`config.mk`:
```
export PLATFORM = sky130hd
export DESIGN_NAME = aligned_stack_allocator
export DESIGN_NICKNAME = d
export VERILOG_FILES = /design/src/asa_pkg.sv /design/src/aligned_stack_allocator.sv /design/src/asa_ctrl.sv /design/src/asa_dp.sv
export SDC_FILE = /design/constraint.sdc
export NUM_CORES = 1
export LEC_CHECK = 0
export BUFFER_PORTS_ARGS = -buffer_cell sky130_fd_sc_hd__clkbuf_2
export CAP_MARGIN = 20
export CORE_ASPECT_RATIO = 0.7
export CORE_MARGIN = 5
export CORE_UTILIZATION = 50
export CTS_BUF_LIST = sky130_fd_sc_hd__clkbuf_4 sky130_fd_sc_hd__clkbuf_8 sky130_fd_sc_hd__clkbuf_16
export CTS_CLUSTER_DIAMETER = 120
export DETAILED_ROUTE_END_ITERATION = 7
export PLACE_DENSITY_LB_ADDON = 0.25
export SLEW_MARGIN = 20
export SYNTH_ARGS = -nofsm -noshare
export SYNTH_HDL_FRONTEND = slang
export SYNTH_SLANG_ARGS = --single-unit
```
`constraint.sdc`:
```
create_clock -name clk -period 20.1 [get_ports clk]
set_input_delay 6.03 -clock clk [delete_from_list [all_inputs] [get_ports clk]]
set_output_delay 6.03 -clock clk [all_outputs]
set_load 0.02 [all_outputs]
```
`src/asa_pkg.sv`:
```
// shared types, codes and defaults of the aligned stack allocator
`timescale 1ns / 1ps
`default_nettype none

package asa_pkg;

    // fixed port widths
    localparam int ADDR_PORT_W = 64;
    localparam int SIZE_PORT_W = 32;
    localparam int APB_DATA_W  = 64;
    localparam int APB_ADDR_W  = 4;

    // parameter defaults
    localparam int SIZE_BITS_DEF = 32;
    localparam int ADDR_BITS_DEF = 64;

    // command codes
    localparam logic [1:0] CMD_ALLOC = 2'd0;
    localparam logic [1:0] CMD_FREE  = 2'd1;
    localparam logic [1:0] CMD_CLEAR = 2'd2;
    localparam logic [1:0] CMD_QUERY = 2'd3;

    // status codes
    localparam logic [1:0] ST_OK        = 2'd0;
    localparam logic [1:0] ST_NOSPACE   = 2'd1;
    localparam logic [1:0] ST_ZEROALIGN = 2'd2;
    localparam logic [1:0] ST_BADMARK   = 2'd3;

    // register indexes, selected by paddr[3]
    localparam logic REG_BASE = 1'b0;
    localparam logic REG_CAP  = 1'b1;

    // commands from the controller to the datapath
    typedef struct packed {
        logic load_item;
        logic load_top;
        logic div_step;
        logic make_pad;
        logic commit;
    } asa_ctl_t;

    // status from the datapath to the controller
    typedef struct packed {
        logic need_div;
    } asa_sts_t;

endpackage

`default_nettype wire

```
`src/aligned_stack_allocator.sv`:
```
// top level of the aligned stack allocator
`timescale 1ns / 1ps
`default_nettype none

// bump-pointer stack allocator over the region [base_address, base_address + capacity)
// input channel: in_valid / in_stall carry one command beat (cmd, size_bytes,
//   align_bytes, target_marker); a beat is taken when in_valid is high and in_stall low
// output channel: out_valid / out_stall carry one result beat per command
//   (status, address, used_bytes, unused_bytes)
// config: apb-style port, base_address at 0x0 and capacity_bytes at 0x8, 64-bit data,
//   pready tied high; write config only while no command is in flight
// sequence: a command beat is taken in idle and the top address is loaded; an allocate
//   with nonzero alignment then runs the remainder steps and the pad step, which free,
//   clear, query and zero-alignment allocate skip; a new command is taken only in idle;
//   the top address modulo the alignment comes from a radix-2 restoring
//   remainder unit that handles one address bit per cycle
// in_stall is high from the cycle after a beat is taken until the result is
//   written into the output register
// the output register lets a new command start while a result waits; if the
//   receiver stalls, the finished result of the next command holds in the
//   controller until the output register is free
// reset: marker, base and capacity clear to zero, both channels go idle
// address is zero for every result other than a successful allocate

module aligned_stack_allocator
    import asa_pkg::*;
#(
    parameter int SIZE_BITS = SIZE_BITS_DEF,
    parameter int ADDR_BITS = ADDR_BITS_DEF
)
(
    input  wire logic                   clk,
    input  wire logic                   rst_n,
    // apb config port
    input  wire logic                   psel,
    input  wire logic                   penable,
    input  wire logic                   pwrite,
    input  wire logic [APB_ADDR_W-1:0]  paddr,
    input  wire logic [APB_DATA_W-1:0]  pwdata,
    output logic [APB_DATA_W-1:0]       prdata,
    output logic                        pready,
    // command channel
    input  wire logic                   in_valid,
    output logic                        in_stall,
    input  wire logic [1:0]             cmd,
    input  wire logic [SIZE_PORT_W-1:0] size_bytes,
    input  wire logic [SIZE_PORT_W-1:0] align_bytes,
    input  wire logic [SIZE_PORT_W-1:0] target_marker,
    // result channel
    output logic                        out_valid,
    input  wire logic                   out_stall,
    output logic [1:0]                  status,
    output logic [ADDR_PORT_W-1:0]      address,
    output logic [SIZE_PORT_W-1:0]      used_bytes,
    output logic [SIZE_PORT_W-1:0]      unused_bytes
);

    asa_ctl_t             ctl;
    asa_sts_t             sts;
    logic                 cfg_write;
    logic                 cfg_we_base;
    logic                 cfg_we_cap;
    logic [ADDR_BITS-1:0] base_q;
    logic [SIZE_BITS-1:0] cap_q;

    // register write strobe, register chosen by paddr[3]
    assign pready      = 1'b1;
    assign cfg_write   = psel && penable && pwrite && pready;
    assign cfg_we_base = cfg_write && (paddr[3] == REG_BASE);
    assign cfg_we_cap  = cfg_write && (paddr[3] == REG_CAP);

    // read back
    always_comb
    begin
        unique case (paddr[3])
            REG_BASE: prdata = APB_DATA_W'(base_q);
            REG_CAP:  prdata = APB_DATA_W'(cap_q);
        endcase
    end

    asa_ctrl #(
        .ADDR_BITS (ADDR_BITS)
    ) u_ctrl (
        .clk       (clk),
        .rst_n     (rst_n),
        .in_valid  (in_valid),
        .in_stall  (in_stall),
        .out_stall (out_stall),
        .out_valid (out_valid),
        .sts       (sts),
        .ctl       (ctl)
    );

    asa_dp #(
        .SIZE_BITS (SIZE_BITS),
        .ADDR_BITS (ADDR_BITS)
    ) u_dp (
        .clk           (clk),
        .rst_n         (rst_n),
        .ctl           (ctl),
        .sts           (sts),
        .cmd           (cmd),
        .size_bytes    (size_bytes),
        .align_bytes   (align_bytes),
        .target_marker (target_marker),
        .cfg_we_base   (cfg_we_base),
        .cfg_we_cap    (cfg_we_cap),
        .cfg_wdata     (pwdata),
        .base_q        (base_q),
        .cap_q         (cap_q),
        .status        (status),
        .address       (address),
        .used_bytes    (used_bytes),
        .unused_bytes  (unused_bytes)
    );

endmodule

`default_nettype wire

```
`src/asa_ctrl.sv`:
```
// controller state machine of the aligned stack allocator
`timescale 1ns / 1ps
`default_nettype none

module asa_ctrl
    import asa_pkg::*;
#(
    parameter int ADDR_BITS = ADDR_BITS_DEF
)
(
    input  wire logic     clk,
    input  wire logic     rst_n,
    input  wire logic     in_valid,
    output logic          in_stall,
    input  wire logic     out_stall,
    output logic          out_valid,
    input  wire asa_sts_t sts,
    output asa_ctl_t      ctl
);

    localparam int CNT_W = $clog2(ADDR_BITS);

    localparam logic [2:0] S_IDLE = 3'd0;
    localparam logic [2:0] S_TOP  = 3'd1;
    localparam logic [2:0] S_DIV  = 3'd2;
    localparam logic [2:0] S_PAD  = 3'd3;
    localparam logic [2:0] S_DONE = 3'd4;

    logic [2:0]       state_reg;
    logic [2:0]       state_next;
    logic [CNT_W-1:0] cnt_reg;
    logic [CNT_W-1:0] cnt_next;
    logic             out_valid_reg;
    logic             out_valid_next;
    logic             out_free;

    assign out_free  = !out_valid_reg || !out_stall;
    assign in_stall  = (state_reg != S_IDLE);
    assign out_valid = out_valid_reg;

    always_comb
    begin
        state_next = state_reg;
        cnt_next   = cnt_reg;
        ctl        = '0;
        unique case (state_reg)
            S_IDLE:
            begin
                if (in_valid)
                begin
                    ctl.load_item = 1'b1;
                    state_next    = S_TOP;
                end
            end
            S_TOP:
            begin
                ctl.load_top = 1'b1;
                cnt_next     = CNT_W'(ADDR_BITS - 1);
                state_next   = sts.need_div ? S_DIV : S_DONE;
            end
            S_DIV:
            begin
                ctl.div_step = 1'b1;
                cnt_next     = cnt_reg - CNT_W'(1);
                if (cnt_reg == '0)
                begin
                    state_next = S_PAD;
                end
            end
            S_PAD:
            begin
                ctl.make_pad = 1'b1;
                state_next   = S_DONE;
            end
            S_DONE:
            begin
                if (out_free)
                begin
                    ctl.commit = 1'b1;
                    state_next = S_IDLE;
                end
            end
            default:
            begin
                state_next = S_IDLE;
            end
        endcase
    end

    always_comb
    begin
        if (ctl.commit)
        begin
            out_valid_next = 1'b1;
        end
        else if (!out_stall)
        begin
            out_valid_next = 1'b0;
        end
        else
        begin
            out_valid_next = out_valid_reg;
        end
    end

    always_ff @(posedge clk or negedge rst_n)
    begin
        if (!rst_n)
        begin
            state_reg     <= S_IDLE;
            cnt_reg       <= '0;
            out_valid_reg <= 1'b0;
        end
        else
        begin
            state_reg     <= state_next;
            cnt_reg       <= cnt_next;
            out_valid_reg <= out_valid_next;
        end
    end

endmodule

`default_nettype wire

```
`src/asa_dp.sv`:
```
// datapath of the aligned stack allocator: registers, remainder unit, result logic
`timescale 1ns / 1ps
`default_nettype none

module asa_dp
    import asa_pkg::*;
#(
    parameter int SIZE_BITS = SIZE_BITS_DEF,
    parameter int ADDR_BITS = ADDR_BITS_DEF
)
(
    input  wire logic                   clk,
    input  wire logic                   rst_n,
    input  wire asa_ctl_t               ctl,
    output asa_sts_t                    sts,
    input  wire logic [1:0]             cmd,
    input  wire logic [SIZE_PORT_W-1:0] size_bytes,
    input  wire logic [SIZE_PORT_W-1:0] align_bytes,
    input  wire logic [SIZE_PORT_W-1:0] target_marker,
    input  wire logic                   cfg_we_base,
    input  wire logic                   cfg_we_cap,
    input  wire logic [APB_DATA_W-1:0]  cfg_wdata,
    output logic [ADDR_BITS-1:0]        base_q,
    output logic [SIZE_BITS-1:0]        cap_q,
    output logic [1:0]                  status,
    output logic [ADDR_PORT_W-1:0]      address,
    output logic [SIZE_PORT_W-1:0]      used_bytes,
    output logic [SIZE_PORT_W-1:0]      unused_bytes
);

    localparam int WIDE = (ADDR_BITS > SIZE_BITS) ? ADDR_BITS : SIZE_BITS;

    // item and configuration
    logic [1:0]           cmd_reg;
    logic [SIZE_BITS-1:0] size_reg;
    logic [SIZE_BITS-1:0] align_reg;
    logic [SIZE_BITS-1:0] target_reg;
    logic [ADDR_BITS-1:0] base_reg;
    logic [SIZE_BITS-1:0] cap_reg;
    logic [SIZE_BITS-1:0] marker_reg;
    logic [SIZE_BITS-1:0] marker_next;

    // remainder unit
    logic [ADDR_BITS-1:0] top_reg;
    logic [ADDR_BITS-1:0] shf_reg;
    logic [SIZE_BITS-1:0] rem_reg;
    logic [SIZE_BITS-1:0] rem_next;
    logic [SIZE_BITS:0]   trial;
    logic [SIZE_BITS:0]   trial_diff;
    logic [WIDE-1:0]      top_sum;

    // padding and placement
    logic [SIZE_BITS-1:0] pad;
    logic [SIZE_BITS:0]   eff_reg;
    logic [ADDR_BITS-1:0] addr_reg;
    logic [WIDE-1:0]      addr_sum;
    logic [SIZE_BITS+1:0] end_sum;

    // result
    logic [1:0]           status_next;
    logic [ADDR_BITS-1:0] address_next;
    logic [SIZE_BITS-1:0] unused_next;
    logic [1:0]           status_reg;
    logic [ADDR_BITS-1:0] address_reg;
    logic [SIZE_BITS-1:0] used_reg;
    logic [SIZE_BITS-1:0] unused_reg;

    assign sts.need_div = (cmd_reg == CMD_ALLOC) && (align_reg != '0);
    assign base_q       = base_reg;
    assign cap_q        = cap_reg;

    // top address wraps at the address width
    assign top_sum = WIDE'(base_reg) + WIDE'(marker_reg);

    // one restoring remainder step per cycle, msb of the top first
    assign trial      = {rem_reg, shf_reg[ADDR_BITS-1]};
    assign trial_diff = trial - {1'b0, align_reg};
    assign rem_next   = (trial >= {1'b0, align_reg}) ? trial_diff[SIZE_BITS-1:0]
                                                      : trial[SIZE_BITS-1:0];

    assign pad      = (rem_reg == '0) ? '0 : (align_reg - rem_reg);
    assign addr_sum = WIDE'(top_reg) + WIDE'(pad);
    assign end_sum  = (SIZE_BITS+2)'(marker_reg) + (SIZE_BITS+2)'(eff_reg);

    always_comb
    begin
        status_next  = ST_OK;
        address_next = '0;
        marker_next  = marker_reg;
        unique case (cmd_reg)
            CMD_ALLOC:
            begin
                if (align_reg == '0)
                begin
                    status_next = ST_ZEROALIGN;
                end
                else if (end_sum > (SIZE_BITS+2)'(cap_reg))
                begin
                    status_next = ST_NOSPACE;
                end
                else
                begin
                    marker_next  = end_sum[SIZE_BITS-1:0];
                    address_next = addr_reg;
                end
            end
            CMD_FREE:
            begin
                if (target_reg <= cap_reg)
                begin
                    marker_next = target_reg;
                end
                else
                begin
                    status_next = ST_BADMARK;
                end
            end
            CMD_CLEAR:
            begin
                marker_next = '0;
            end
            CMD_QUERY:
            begin
                marker_next = marker_reg;
            end
        endcase
    end

    assign unused_next = (cap_reg > marker_next) ? (cap_reg - marker_next) : '0;

    // state and configuration registers
    always_ff @(posedge clk or negedge rst_n)
    begin
        if (!rst_n)
        begin
            base_reg   <= '0;
            cap_reg    <= '0;
            marker_reg <= '0;
        end
        else
        begin
            if (cfg_we_base)
            begin
                base_reg <= cfg_wdata[ADDR_BITS-1:0];
            end
            if (cfg_we_cap)
            begin
                cap_reg <= cfg_wdata[SIZE_BITS-1:0];
            end
            if (ctl.commit)
            begin
                marker_reg <= marker_next;
            end
        end
    end

    // working registers
    always_ff @(posedge clk)
    begin
        if (ctl.load_item)
        begin
            cmd_reg    <= cmd;
            size_reg   <= size_bytes[SIZE_BITS-1:0];
            align_reg  <= align_bytes[SIZE_BITS-1:0];
            target_reg <= target_marker[SIZE_BITS-1:0];
        end
        if (ctl.load_top)
        begin
            top_reg <= top_sum[ADDR_BITS-1:0];
            shf_reg <= top_sum[ADDR_BITS-1:0];
            rem_reg <= '0;
        end
        if (ctl.div_step)
        begin
            shf_reg <= {shf_reg[ADDR_BITS-2:0], 1'b0};
            rem_reg <= rem_next;
        end
        if (ctl.make_pad)
        begin
            eff_reg  <= {1'b0, size_reg} + {1'b0, pad};
            addr_reg <= addr_sum[ADDR_BITS-1:0];
        end
        if (ctl.commit)
        begin
            status_reg  <= status_next;
            address_reg <= address_next;
            used_reg    <= marker_next;
            unused_reg  <= unused_next;
        end
    end

    assign status       = status_reg;
    assign address      = ADDR_PORT_W'(address_reg);
    assign used_bytes   = SIZE_PORT_W'(used_reg);
    assign unused_bytes = SIZE_PORT_W'(unused_reg);

endmodule

`default_nettype wire

```
==> results.py <==
metrics = {
    "synth": {
        "synth_top_cell_by_area": "edfxtp_1",
        "ys.flop_type": "edfxtp_1",
        "ys_seq_elements": 623,
        "synth_compound_area_share_pct": 16.7,
        "synth_xor_area_share_pct": 5.96,
        "synth_top_family_by_area": "compound AO/OA/AOI/OAI gates",
        "syn_inst": 3354,
        "yosys.cell_types.count": 90,
        "synth_warnings": 0,
        "synth_top_area_share_pct": 39.1,
        "avgSynthCellArea_um2": 11.1,
        "synth_fp_nets": 3823,
        "seq_area_frac_synth_pct": 48.5,
        "synth_edf_count": 484,
        "yosysMostFrequentCell": "edfxtp_1",
        "synthArstFlopShare_pct": 22.2,
        "syn_area_um2": 37200,
        "synth_fa_ha_area_share_pct": 10.1,
        "synth.area.mux_share_pct": 4.28,
        "synthTopCellsByArea": "edfxtp_1 (39%), ha_1 (9.7%), dfrtp_1 (9.3%)",
        "synth_common_cells": "edfxtp_1 (484), ha_1 (289), a21oi_1 (238)",
        "yosys.area_share.simple_pct": 11.6,
    },
    "sta": {
        "tightest_slew_ps": 1030,
        "finalSetupViolCount": 0,
        "finClkSkew_ps": 31.1,
        "whs_ps": 479,
        "drv_slew": 0,
        "timing.final.crit_share_pct": 66.9,
        "rsz0062_at_grt": "no",
        "max_freq_mhz": 74.4,
        "fin_setup_tns_ps": 0,
        "fin_crit_ps": 13440,
        "hold_viol_final": 0,
        "slew_headroom_pct": 31.3,
    },
    "floorplanning": {
        "initial_core_util_pct": 50.5,
        "row_count": 83,
        "fp.dieH_um": 238,
        "die_w_um": 336,
        "dieArea_um2": 80000,
        "ios": 370,
        "coreArea_um2": 73500,
    },
    "route": {
        "drc_errors": 0,
        "wl_um": 106000,
        "vias": 28200,
        "dr.first_iter.drc_count": 2783,
        "antenna_left": 0,
        "avgRoutedWirePerCell_um": 22.5,
        "routed_via_density": 5.96,
        "dr.pass1.iters": 8,
    },
    "finish": {
        "drive_gt1_share_pct": 17.8,
        "fill_cells": 6338,
        "nNetsFinal": 4177,
        "multi_input_area_um2": 18100,
        "antennaDiodeCount": 0,
        "seq_area_um2": 18000,
        "area_growth_pct": 13.7,
    },
    "cts": {
        "clkLatencyLatePin_ps": 680,
        "ctsHoldBuffers": 0,
        "clock_path_buffers": 3,
        "cts_tree": "done",
        "clock_sinks": 623,
        "htreeDepth": 2,
        "cts-root-buf": "clkbuf_16",
        "clk_pin_slew_ps": 70,
        "ctsResizeCount": 0,
        "cts-buffers-inserted": 60,
        "cts_setup_buffers": 0,
    },
    "placement": {
        "routabilityCongestion": 0.957,
        "dp_hpwl_um": 80700,
        "port_buffers": 365,
    },
    "global_routing": {
        "grt_pass1_wl_um": 159000,
        "antenna_found_initial": 4,
        "grt_pass1_vias": 26000,
        "overflow": 0,
        "grt_util_all_layers_pct": 25.6,
        "grt_max_degree": 93,
    },
    "critical_path": {
        "critPathKind": "primary input to output pin",
        "cp-start-kind": "primary input",
        "cp-end-kind": "output pin",
        "crit_arrival_ps": 7410,
        "crit_required_ps": 14070,
        "cp-startpoint": "paddr[3]",
        "critPathMaxFanout": 67,
        "r2r_start": "u_dp.marker_reg[0]",
    },
    "run_status": {
        "outcome": "finished, final reports clean",
    },
    "hold_path": {
        "min-delay-start": "u_dp.shf_reg[0]",
        "hold_class": "flip-flop to flip-flop",
    },
    "job": {
        "cap_violations": 0,
    },
}
[path summary, 6_finish.rpt]
check	end	slack, ps	cells after the start
min in group asynchronous	u_dp.base_q[2]	5390	1
max reg2reg	u_dp.unused_bytes[2]	10820	36
min reg2reg	u_dp.shf_reg[0]	480	1
max in group asynchronous	u_dp.base_q[36]	13250	2
max	prdata[30]	6660	4
min	u_dp.shf_reg[0]	480	1
[cell families (layout without fill, tap and decap cells)]
group,count (synthesis),in the layout
fa+ha+maj,296,296
mux,143,143
buf+inv,272,678
flops,623,623
other cells,1,1
simple gates,858,858
compound gates,908,908
xor+xnor,253,253
[routing by layer]
| layer | part of all wire (%) | track usage (%) | vias up |
|---|---|---|---|
| met2 | 44 | 39.4 | 1077 |
| met5 | 0.044 | 0 | - |
| met3 | 7.7 | 4.64 | 111 |
| met4 | 1.7 | 4.76 | 8 |
| met1 | 46 | 38.6 | 13700 |
| li1 | - | - | 13300 |
[through the flow]
stage	setup slack, ps	cells	instance area, um2	util, %
after floorplan	6960	3354	37200	-
after global placement	6720	4623	40000	54.5
after detailed placement	6660	4623	40000	54.5
after CTS	6660	4737	42200	57.4
after global routing	6600	4737	42200	57.5
final	6660	4737	42200	57.5
[cells in the final DEF (no fill, tap or decap), types with 132 or more instances in the layout]
cell and instances:
nand2_1 161, ha_1 289, inv_1 167, dfrtp_1 138, xnor2_1 167, edfxtp_1 484
o21ai_0 132, a21oi_1 237, clkbuf_2 363, nor2_1 234
[area by class of cell]
cell class	instances	area share, %
Clock buffer	79	4.07
Clock inverter	35	1.10
Inverter	170	1.53
Multi-Input combinational cell	2459	42.9
Sequential cell	623	42.6
Tap cell	977	2.89
Timing Repair Buffer	394	4.85
[critical path, stage by stage]
cell      delay, ps
buf_2            80
buf_4           640
mux2_2          420
clkbuf_2        160
Power is left out: the tool's default activity adds up to more than one toggle a clock period on the data nets, which glitch-free logic cannot reach.
